<file path="config.mk">
export PLATFORM = sky130hd
export DESIGN_NAME = angle_bias_kalman_filter
export DESIGN_NICKNAME = d
export VERILOG_FILES = /design/src/sv/abkf_pkg.sv /design/src/sv/angle_bias_kalman_filter.sv
export SDC_FILE = /design/constraint.sdc
export NUM_CORES = 2
export LEC_CHECK = 0
export BUFFER_PORTS_ARGS = -buffer_cell sky130_fd_sc_hd__buf_4
export CAP_MARGIN = 0
export CORE_ASPECT_RATIO = 1.1
export CORE_MARGIN = 2
export CORE_UTILIZATION = 55
export CTS_BUF_LIST = sky130_fd_sc_hd__clkbuf_2 sky130_fd_sc_hd__clkbuf_4 sky130_fd_sc_hd__clkbuf_8
export CTS_CLUSTER_SIZE = 16
export DETAILED_ROUTE_END_ITERATION = 16
export HOLD_SLACK_MARGIN = 0.02
export MAX_ROUTING_LAYER = met4
export PLACE_DENSITY = 0.78
export SLEW_MARGIN = 25
export SYNTH_ARGS = -nofsm -noshare
export SYNTH_HDL_FRONTEND = slang
export SYNTH_SLANG_ARGS = --single-unit
</file>
<file path="constraint.sdc">
create_clock -name i_clk -period 18.55 [get_ports i_clk]
set_input_delay 1.855 -clock i_clk [delete_from_list [all_inputs] [get_ports i_clk]]
set_output_delay 1.855 -clock i_clk [all_outputs]
set_load 0.01 [all_outputs]
</file>
<file path="src/sv/abkf_pkg.sv">
package abkf_pkg;

    // Default estimate width and fixed field widths.
    localparam int DATA_WIDTH_DEF = 32;
    localparam int CFG_W          = 32;
    localparam int ADDR_W         = 4;

    // Register indexes on the configuration port.
    localparam logic [1:0] REG_ANGLE_NOISE = 2'd0;
    localparam logic [1:0] REG_BIAS_NOISE  = 2'd1;
    localparam logic [1:0] REG_MEAS_NOISE  = 2'd2;
    localparam logic [1:0] REG_PERIOD      = 2'd3;

    // Register reset values, unsigned Q0.32.
    localparam logic [CFG_W-1:0] ANGLE_NOISE_RST = 32'd4294967;
    localparam logic [CFG_W-1:0] BIAS_NOISE_RST  = 32'd12884902;
    localparam logic [CFG_W-1:0] MEAS_NOISE_RST  = 32'd128849019;
    localparam logic [CFG_W-1:0] PERIOD_RST      = 32'd42949673;

    // One in Q2.30.
    localparam logic signed [31:0] COV_ONE = 32'sh4000_0000;

    typedef struct packed {
        logic signed [24:0] accel_angle;
        logic signed [27:0] gyro_dps;
    } t_in_item;

    typedef struct packed {
        logic signed [31:0] filtered_angle;
        logic signed [31:0] unbiased_rate;
        logic signed [31:0] bias_estimate;
    } t_out_item;

endpackage

</file>
<file path="src/sv/angle_bias_kalman_filter.sv">
// Two-state Kalman filter for a tilt angle and the gyro bias.
// Input channel: i_in_valid / o_in_stall carry one transaction holding the
// accelerometer angle and gyro rate (signed Q9.16, Q12.16). Output channel:
// o_out_valid / i_out_stall carry one transaction per input with the
// filtered angle, unbiased rate and bias estimate, saturated to 32 bits.
// The APB port sets the noise terms and the sample period; write it only
// while the filter is idle. pready is always high.
// Each sample is computed by one shared shift-add multiplier (ten products)
// and one restoring divider (two gains); when the innovation variance is
// not positive the divider is skipped and the gains are zero.
// The input stalls for the whole computation; the next sample is taken
// once the result is in the output register and the filter is idle again.
// A stall on the output holds the result; the filter still accepts and
// computes the next sample, and waits at its end until the output frees.
// Reset loads the default register values, clears the estimates and sets
// the covariance to the identity.
module angle_bias_kalman_filter #(
    parameter int DATA_WIDTH = abkf_pkg::DATA_WIDTH_DEF
) (
    input  logic                          i_clk,
    input  logic                          i_rst_n,
    input  logic                          i_in_valid,
    output logic                          o_in_stall,
    input  abkf_pkg::t_in_item            i_in_data,
    output logic                          o_out_valid,
    input  logic                          i_out_stall,
    output abkf_pkg::t_out_item           o_out_data,
    input  logic                          psel,
    input  logic                          penable,
    input  logic                          pwrite,
    input  logic [abkf_pkg::ADDR_W-1:0]   paddr,
    input  logic [abkf_pkg::CFG_W-1:0]    pwdata,
    output logic [abkf_pkg::CFG_W-1:0]    prdata,
    output logic                          pready
);
    import abkf_pkg::*;

    localparam int DW = DATA_WIDTH;
    localparam int AW = (DW > 34) ? DW : 34;
    localparam int BW = 33;
    localparam int PW = AW + BW;
    localparam int XW = PW + 2;

    localparam logic signed [XW-1:0] DMAX = {{(XW-DW+1){1'b0}}, {(DW-1){1'b1}}};
    localparam logic signed [XW-1:0] DMIN = ~DMAX;
    localparam logic signed [XW-1:0] WMAX = {{(XW-31){1'b0}}, {31{1'b1}}};
    localparam logic signed [XW-1:0] WMIN = ~WMAX;

    typedef enum logic [3:0] {
        S_IDLE, S_MUL, S_DIV, S_ANG, S_P11, S_PAA, S_PBB, S_K0,
        S_K1, S_CA, S_CB, S_CC, S_CD, S_CE, S_CF, S_CG
    } t_state;

    function automatic logic signed [DW-1:0] sat_d(input logic signed [XW-1:0] x);
        if (x > DMAX) return DMAX[DW-1:0];
        else if (x < DMIN) return DMIN[DW-1:0];
        else return x[DW-1:0];
    endfunction

    function automatic logic signed [31:0] sat_w(input logic signed [XW-1:0] x);
        if (x > WMAX) return WMAX[31:0];
        else if (x < WMIN) return WMIN[31:0];
        else return x[31:0];
    endfunction

    // Configuration registers.
    logic [CFG_W-1:0] r_apn, r_bpn, r_rn, r_dt;
    logic             cfg_wr;

    assign pready = 1'b1;
    assign cfg_wr = psel && penable && pwrite;

    always_ff @(posedge i_clk) begin
        if (!i_rst_n) begin
            r_apn <= ANGLE_NOISE_RST;
            r_bpn <= BIAS_NOISE_RST;
            r_rn  <= MEAS_NOISE_RST;
            r_dt  <= PERIOD_RST;
        end else if (cfg_wr) begin
            case (paddr[3:2])
                REG_ANGLE_NOISE: r_apn <= pwdata;
                REG_BIAS_NOISE:  r_bpn <= pwdata;
                REG_MEAS_NOISE:  r_rn  <= pwdata;
                REG_PERIOD:      r_dt  <= pwdata;
                default:         r_apn <= r_apn;
            endcase
        end
    end

    // Register read-back.
    always_comb begin
        case (paddr[3:2])
            REG_ANGLE_NOISE: prdata = r_apn;
            REG_BIAS_NOISE:  prdata = r_bpn;
            REG_MEAS_NOISE:  prdata = r_rn;
            REG_PERIOD:      prdata = r_dt;
            default:         prdata = r_apn;
        endcase
    end

    // Sequencer, filter state and the shared multiplier and divider.
    t_state                  r_state, n_state, r_ret, n_ret;
    logic signed [DW-1:0]    r_angle, n_angle, r_bias, n_bias, r_rate, n_rate;
    logic signed [DW-1:0]    r_y, n_y;
    logic signed [24:0]      r_meas, n_meas;
    logic signed [31:0]      r_caa, n_caa, r_cab, n_cab, r_cba, n_cba, r_cbb, n_cbb;
    logic signed [31:0]      r_k0, n_k0, r_k1, n_k1;
    logic signed [PW-1:0]    r_mc, n_mc, r_acc, n_acc;
    logic [BW-1:0]           r_mp, n_mp;
    logic [5:0]              r_mcnt, n_mcnt;
    logic [63:0]             r_dq, n_dq;
    logic [33:0]             r_rem, n_rem, r_den, n_den;
    logic [5:0]              r_dcnt, n_dcnt;
    logic                    r_dneg, n_dneg;
    logic                    r_ov, n_ov;
    t_out_item               r_out, n_out;

    logic                    mul_go, div_go;
    logic signed [XW-1:0]    mul_a;
    logic signed [BW-1:0]    mul_b;
    logic signed [31:0]      div_p;
    logic [31:0]             div_mag;
    t_state                  go_ret;
    logic signed [PW-1:0]    addend;
    logic signed [XW-1:0]    acc_x, sh30, sh32, sh34, inner, sx;
    logic [34:0]             rem2, diff;
    logic signed [31:0]      quot;

    assign acc_x = XW'(r_acc);
    assign sh30  = acc_x >>> 30;
    assign sh32  = acc_x >>> 32;
    assign sh34  = acc_x >>> 34;
    assign inner = sh32 - XW'(r_cab) - XW'(r_cba) + XW'($signed({1'b0, r_apn[31:2]}));
    assign sx    = (XW'(r_caa) <<< 2) + XW'($signed({1'b0, r_rn}));
    assign rem2  = {r_rem, r_dq[63]};
    assign diff  = rem2 - {1'b0, r_den};
    assign addend = r_mp[0] ? r_mc : '0;

    // Quotient magnitude to a saturated, signed gain.
    always_comb begin
        if (r_dneg) begin
            if (r_dq > 64'h8000_0000) quot = 32'sh8000_0000;
            else quot = 32'(-r_dq);
        end else begin
            if (r_dq > 64'h7FFF_FFFF) quot = 32'sh7FFF_FFFF;
            else quot = r_dq[31:0];
        end
    end

    assign o_in_stall  = (r_state != S_IDLE);
    assign o_out_valid = r_ov;
    assign o_out_data  = r_out;

    always_comb begin
        n_state = r_state; n_ret = r_ret;
        n_angle = r_angle; n_bias = r_bias; n_rate = r_rate; n_y = r_y;
        n_meas = r_meas;
        n_caa = r_caa; n_cab = r_cab; n_cba = r_cba; n_cbb = r_cbb;
        n_k0 = r_k0; n_k1 = r_k1;
        n_mc = r_mc; n_mp = r_mp; n_acc = r_acc; n_mcnt = r_mcnt;
        n_dq = r_dq; n_rem = r_rem; n_den = r_den; n_dcnt = r_dcnt; n_dneg = r_dneg;
        n_ov = r_ov; n_out = r_out;
        mul_go = 1'b0; div_go = 1'b0; go_ret = S_IDLE;
        mul_a = '0; mul_b = '0; div_p = '0;

        if (r_ov && !i_out_stall) n_ov = 1'b0;

        case (r_state)
            S_IDLE: begin
                if (i_in_valid) begin
                    n_meas = i_in_data.accel_angle;
                    n_rate = sat_d(XW'(i_in_data.gyro_dps) - XW'(r_bias));
                    mul_a = XW'(n_rate); mul_b = $signed({1'b0, r_dt});
                    mul_go = 1'b1; go_ret = S_ANG;
                end
            end
            S_MUL: begin
                if (r_mcnt == 6'(BW - 1)) begin
                    n_acc = r_acc - addend;
                    n_state = r_ret;
                end else begin
                    n_acc = r_acc + addend;
                end
                n_mc = r_mc <<< 1;
                n_mp = r_mp >> 1;
                n_mcnt = r_mcnt + 6'd1;
            end
            S_DIV: begin
                if (!diff[34]) begin
                    n_rem = diff[33:0];
                    n_dq = {r_dq[62:0], 1'b1};
                end else begin
                    n_rem = rem2[33:0];
                    n_dq = {r_dq[62:0], 1'b0};
                end
                n_dcnt = r_dcnt + 6'd1;
                if (r_dcnt == 6'd63) n_state = r_ret;
            end
            // Predict: angle, then covariance.
            S_ANG: begin
                n_angle = sat_d(XW'(r_angle) + sh32);
                mul_a = XW'(r_cbb); mul_b = $signed({1'b0, r_dt});
                mul_go = 1'b1; go_ret = S_P11;
            end
            S_P11: begin
                n_cab = sat_w(XW'(r_cab) - sh32);
                n_cba = sat_w(XW'(r_cba) - sh32);
                mul_a = inner; mul_b = $signed({1'b0, r_dt});
                mul_go = 1'b1; go_ret = S_PAA;
            end
            S_PAA: begin
                n_caa = sat_w(XW'(r_caa) + sh32);
                mul_a = XW'($signed({1'b0, r_bpn})); mul_b = $signed({1'b0, r_dt});
                mul_go = 1'b1; go_ret = S_PBB;
            end
            // Innovation and gains.
            S_PBB: begin
                n_cbb = sat_w(XW'(r_cbb) + sh34);
                n_y = sat_d(XW'(r_meas) - XW'(r_angle));
                n_den = sx[33:0];
                if (!sx[XW-1] && (sx != '0)) begin
                    div_p = r_caa; div_go = 1'b1; go_ret = S_K0;
                end else begin
                    n_k0 = '0; n_k1 = '0; n_state = S_CA;
                end
            end
            S_K0: begin
                n_k0 = quot;
                div_p = r_cba; div_go = 1'b1; go_ret = S_K1;
            end
            S_K1: begin
                n_k1 = quot;
                n_state = S_CA;
            end
            // Correct estimates, then covariance.
            S_CA: begin
                mul_a = XW'(r_y); mul_b = BW'(r_k0);
                mul_go = 1'b1; go_ret = S_CB;
            end
            S_CB: begin
                n_angle = sat_d(XW'(r_angle) + sh30);
                mul_a = XW'(r_y); mul_b = BW'(r_k1);
                mul_go = 1'b1; go_ret = S_CC;
            end
            S_CC: begin
                n_bias = sat_d(XW'(r_bias) + sh30);
                mul_a = XW'(r_caa); mul_b = BW'(r_k1);
                mul_go = 1'b1; go_ret = S_CD;
            end
            S_CD: begin
                n_cba = sat_w(XW'(r_cba) - sh30);
                mul_a = XW'(r_cab); mul_b = BW'(r_k1);
                mul_go = 1'b1; go_ret = S_CE;
            end
            S_CE: begin
                n_cbb = sat_w(XW'(r_cbb) - sh30);
                mul_a = XW'(r_caa); mul_b = BW'(r_k0);
                mul_go = 1'b1; go_ret = S_CF;
            end
            S_CF: begin
                n_caa = sat_w(XW'(r_caa) - sh30);
                mul_a = XW'(r_cab); mul_b = BW'(r_k0);
                mul_go = 1'b1; go_ret = S_CG;
            end
            // Last covariance term and the result, once the output is free.
            S_CG: begin
                if (!r_ov || !i_out_stall) begin
                    n_cab = sat_w(XW'(r_cab) - sh30);
                    n_out.filtered_angle = sat_w(XW'(r_angle));
                    n_out.unbiased_rate  = sat_w(XW'(r_rate));
                    n_out.bias_estimate  = sat_w(XW'(r_bias));
                    n_ov = 1'b1;
                    n_state = S_IDLE;
                end
            end
            default: n_state = S_IDLE;
        endcase

        // Start a product.
        if (mul_go) begin
            n_mc = PW'(mul_a);
            n_mp = mul_b;
            n_acc = '0;
            n_mcnt = '0;
            n_ret = go_ret;
            n_state = S_MUL;
        end

        // Start a gain division on the magnitude of the numerator.
        div_mag = div_p[31] ? 32'(-div_p) : div_p;
        if (div_go) begin
            n_dq = {div_mag, 32'd0};
            n_rem = '0;
            n_dcnt = '0;
            n_dneg = div_p[31];
            n_ret = go_ret;
            n_state = S_DIV;
        end
    end

    always_ff @(posedge i_clk) begin
        if (!i_rst_n) begin
            r_state <= S_IDLE;
            r_ret   <= S_IDLE;
            r_angle <= '0;
            r_bias  <= '0;
            r_rate  <= '0;
            r_caa   <= COV_ONE;
            r_cab   <= '0;
            r_cba   <= '0;
            r_cbb   <= COV_ONE;
            r_ov    <= 1'b0;
        end else begin
            r_state <= n_state;
            r_ret   <= n_ret;
            r_angle <= n_angle;
            r_bias  <= n_bias;
            r_rate  <= n_rate;
            r_caa   <= n_caa;
            r_cab   <= n_cab;
            r_cba   <= n_cba;
            r_cbb   <= n_cbb;
            r_ov    <= n_ov;
        end
        r_y    <= n_y;
        r_meas <= n_meas;
        r_k0   <= n_k0;
        r_k1   <= n_k1;
        r_mc   <= n_mc;
        r_mp   <= n_mp;
        r_acc  <= n_acc;
        r_mcnt <= n_mcnt;
        r_dq   <= n_dq;
        r_rem  <= n_rem;
        r_den  <= n_den;
        r_dcnt <= n_dcnt;
        r_dneg <= n_dneg;
        r_out  <= n_out;
    end

endmodule

</file>
==> impl_metrics.json <==
{
  "cts_resized": 0,
  "clock_latency_ns": 0.99,
  "worst_slew_pin_slew_ns": 1.04,
  "cts_setup_buffers": 0,
  "numPortBuffers": 223,
  "whs_ns": 0.426,
  "synth-seq-cells": 890,
  "first_pass_iters": 13,
  "cap_violations": 0,
  "row_count": 139,
  "skew_ns": 0.0585,
  "synth-async-reset-ratio_pct": 0,
  "leakagePower_nw": 34.4,
  "synth.avg_cell_area_um2": 8.23,
  "cts_buffers": 159,
  "cts_buffer_depth": 3,
  "fmax_ghz": 0.125,
  "ir_drop_uv": 179,
  "core_um2": 131000,
  "min_to": "o_out_data[52]$_SDFFCE_PN1P_",
  "cts_tree": "built",
  "avgViaCountPerCell": 6.56,
  "drtIter0Drc": 8319,
  "grt_max_degree": 90,
  "setup.worst_path.end_class": "register",
  "required_ns": 19.34,
  "setup_viol": 0,
  "antenna_left": 0,
  "ys_types": 87,
  "synth_edf_count": 384,
  "htreeDepth": 4,
  "syn2layout_area_growth_pct": 10.5,
  "vias": 71300,
  "synth_top_flop_cell": "dfxtp_1",
  "placed_area_um2": 76400,
  "syn_area_um2": 72500,
  "yosys.area.top_type_share_pct": 15.9,
  "clk_pin_slew_worst_paths_ns": 0.07,
  "drc": 0,
  "r2r_start": "r_mc[3]$_DFFE_PP_",
  "syn-num-nets": 9610,
  "hp-start": "r_rate[20]$_SDFFE_PN0P_",
  "worst-path-max-fanout": 8,
  "status": "complete, no violations",
  "antenna_found_initial": 27,
  "dieHeight_um": 385,
  "r2r_slack_ns": 10.58,
  "setup_slack_ns": 10.58,
  "hpwl_um": 220000,
  "hold_viol": 0,
  "cp.arrival_ns": 8.75,
  "whs_path_depth": 0,
  "grt_pass1_wl_um": 419000,
  "design_area_um2": 80100,
  "cts_hold_buf": 0,
  "fin_crit_sh_pct": 43.0,
  "grt_pass1_vias": 66500,
  "grt_overflow": 0,
  "drv_slew": 0,
  "power.density_nw_per_um2": 146,
  "yosysWarnings": 0,
  "die-area_um2": 135000,
  "rsz0062_at_grt": "false",
  "p_int_mw": 6.21,
  "cts_root_buf": "clkbuf_8",
  "reg2reg_to": "r_acc[66]$_SDFFE_PP0P_",
  "p_sw_share_pct": 47.1,
  "p_total_mw": 11.7,
  "ys_seq_area_share_pct": 29.9,
  "drive_above_1_share_pct": 9.68,
  "grt_usage_pct": 42.7,
  "globalplace.congestion": 1.10,
  "synth_top_cell_by_area": "edfxtp_1",
  "nets": 9743,
  "routedWlPerCell_um": 26.5,
  "routed_wl_um": 288000,
  "synthCells": 8806,
  "period_needed_ns": 7.97,
  "seqPwrFrac_pct": 24.8,
  "combPwrFrac_pct": 57.3,
  "cts.sinks": 890,
  "p_sw_mw": 5.52,
  "synth_top_cells_by_area": "edfxtp_1 (16%), dfxtp_1 (14%), ha_1 (11%)",
  "cp-start-kind": "register",
  "crit_type": "register to register",
  "die_x_um": 350,
  "dp_slack_ns": 10.70,
  "initial_core_util_pct": 55.5,
  "totalNegativeSetupSlack_ns": 0,
  "rr_worst_depth": 27,
  "clkPwrFrac_pct": 17.8,
  "io_pins": 227,
  "max-slew-margin-rel_pct": 28.7,
  "hp-class": "register to register"
}
[placed cells by master (no fill, tap or decap), types with 49 or more instances in the layout]
cell type / count
clkbuf_4: 49
nor2_1: 425
nor2b_1: 88
nor3_1: 130
or3_1: 67
nand3_1: 251
a21o_1: 369
clkbuf_8: 190
mux2i_1: 49
xnor2_1: 379
a22oi_1: 68
o21a_1: 84
nand2b_1: 126
fa_1: 81
nand2_1: 1117
and2_1: 109
buf_4: 430
ha_1: 627
a31oi_1: 98
o21bai_1: 97
nand4_1: 66
a222oi_1: 60
inv_1: 408
edfxtp_1: 384
o31ai_1: 100
and3_1: 51
a211oi_1: 73
a21oi_1: 904
o21ai_0: 638
dfxtp_1: 504
o211ai_1: 77
xor2_1: 226
[cells by family (layout without fill, tap and decap cells)]
logic type | after synthesis | count (layout) | synth area share [%]
fa+ha+maj | 712 | 712 | 13.1
flops | 890 | 890 | 29.9
xor+xnor | 606 | 606 | 7.32
other cells | 1 | 30 | 0.00517
mux | 83 | 83 | 1.70
simple gates | 2637 | 2637 | 17.0
buf+inv | 872 | 1136 | 4.52
compound gates | 3005 | 3005 | 26.5
[stage by stage]
step           std cells  util, %
4_1_cts            10800     61.2
6_report           10900     61.3
2_1_floorplan       8806        -
5_1_grt            10900     61.3
3_3_place_gp       10500     58.5
3_5_place_dp       10500     58.5
[worst max-delay path, cell delays in order, from the launching register on]
cell	delay, ns
edfxtp_1	0.46
nor2_1	0.17
or4b_2	0.66
nor2_1	0.17
nand2_1	0.10
or2_2	0.30
o21ai_0	0.50
nand3_1	0.33
a21o_1	0.34
a21o_1	0.32
a21o_1	0.25
o31ai_1	0.25
xnor2_1	0.17
nand2_1	0.08
ha_1	0.41
nand2_1	0.07
nor3_1	0.35
nand3_1	0.20
or2_2	0.31
o22ai_1	0.38
nor4_1	0.11
o41ai_1	0.71
a221oi_1	0.30
o2111ai_1	0.26
o211ai_1	0.12
xor2_1	0.20
o211ai_1	0.17
o31ai_1	0.09
[power by group through the flow]
stage / clock network (mW) / registers (mW) / logic (mW)
2_1_floorplan: 0 / 2.85 / 4.75
3_3_place_gp: 0 / 2.92 / 6.40
3_5_place_dp: 0 / 2.93 / 6.51
4_1_cts: 2.10 / 2.89 / 6.55
5_1_grt: 2.18 / 2.94 / 7.28
6_report: 2.09 / 2.91 / 6.72
[routing by layer]
metal / global-route usage, % / up-vias / routed length, µm
met5: - / - / 0
met4: 33.1 / 0 / 26400
met3: 11.1 / 1026 / 30100
met2: 63.6 / 3733 / 125000
met1: 49.1 / 33900 / 107000
li1: - / 32600 / -
[state kept, by name (all words and copies together) (netlist names), 33 cells and up]
signal / count
r_mc: 67
r_den: 34
r_rem: 34
r_mp: 33
r_acc: 67
r_dq: 64
o_out_data: 96
[final cells by class]
cell class / instances / area (µm²)
Fill cell: 11500 / 50500
Multi-Input combinational cell: 7044 / 47800
Sequential cell: 890 / 21700
Timing Repair Buffer: 431 / 3250
Clock buffer: 239 / 2980
Tap cell: 1762 / 2200
Inverter: 413 / 1560
Clock inverter: 53 / 568
Antenna cell: 29 / 72.6
[synth_stat cells (254+ instances only)]
cell and count:
nand2_1 1118, clkbuf_1 435, a21o_1 371, o21ai_0 643, dfxtp_1 506, a21oi_1 907, edfxtp_1 384, nand3_1 254
xnor2_1 380, ha_1 627, inv_1 411, nor2_1 434
[how the worst max path moves through the flow]
stage,from,to
floorplan,i_out_stall,r_cab[21]$_SDFFE_PN0P_
global placement,r_mc[3]$_DFFE_PP_,r_acc[66]$_SDFFE_PP0P_
detailed placement,r_mc[3]$_DFFE_PP_,r_acc[66]$_SDFFE_PP0P_
CTS,r_mc[3]$_DFFE_PP_,r_acc[66]$_SDFFE_PP0P_
global route,r_mc[3]$_DFFE_PP_,r_acc[66]$_SDFFE_PP0P_
finish,r_mc[3]$_DFFE_PP_,r_acc[66]$_SDFFE_PP0P_
Power figures use the tool's default switching activity.
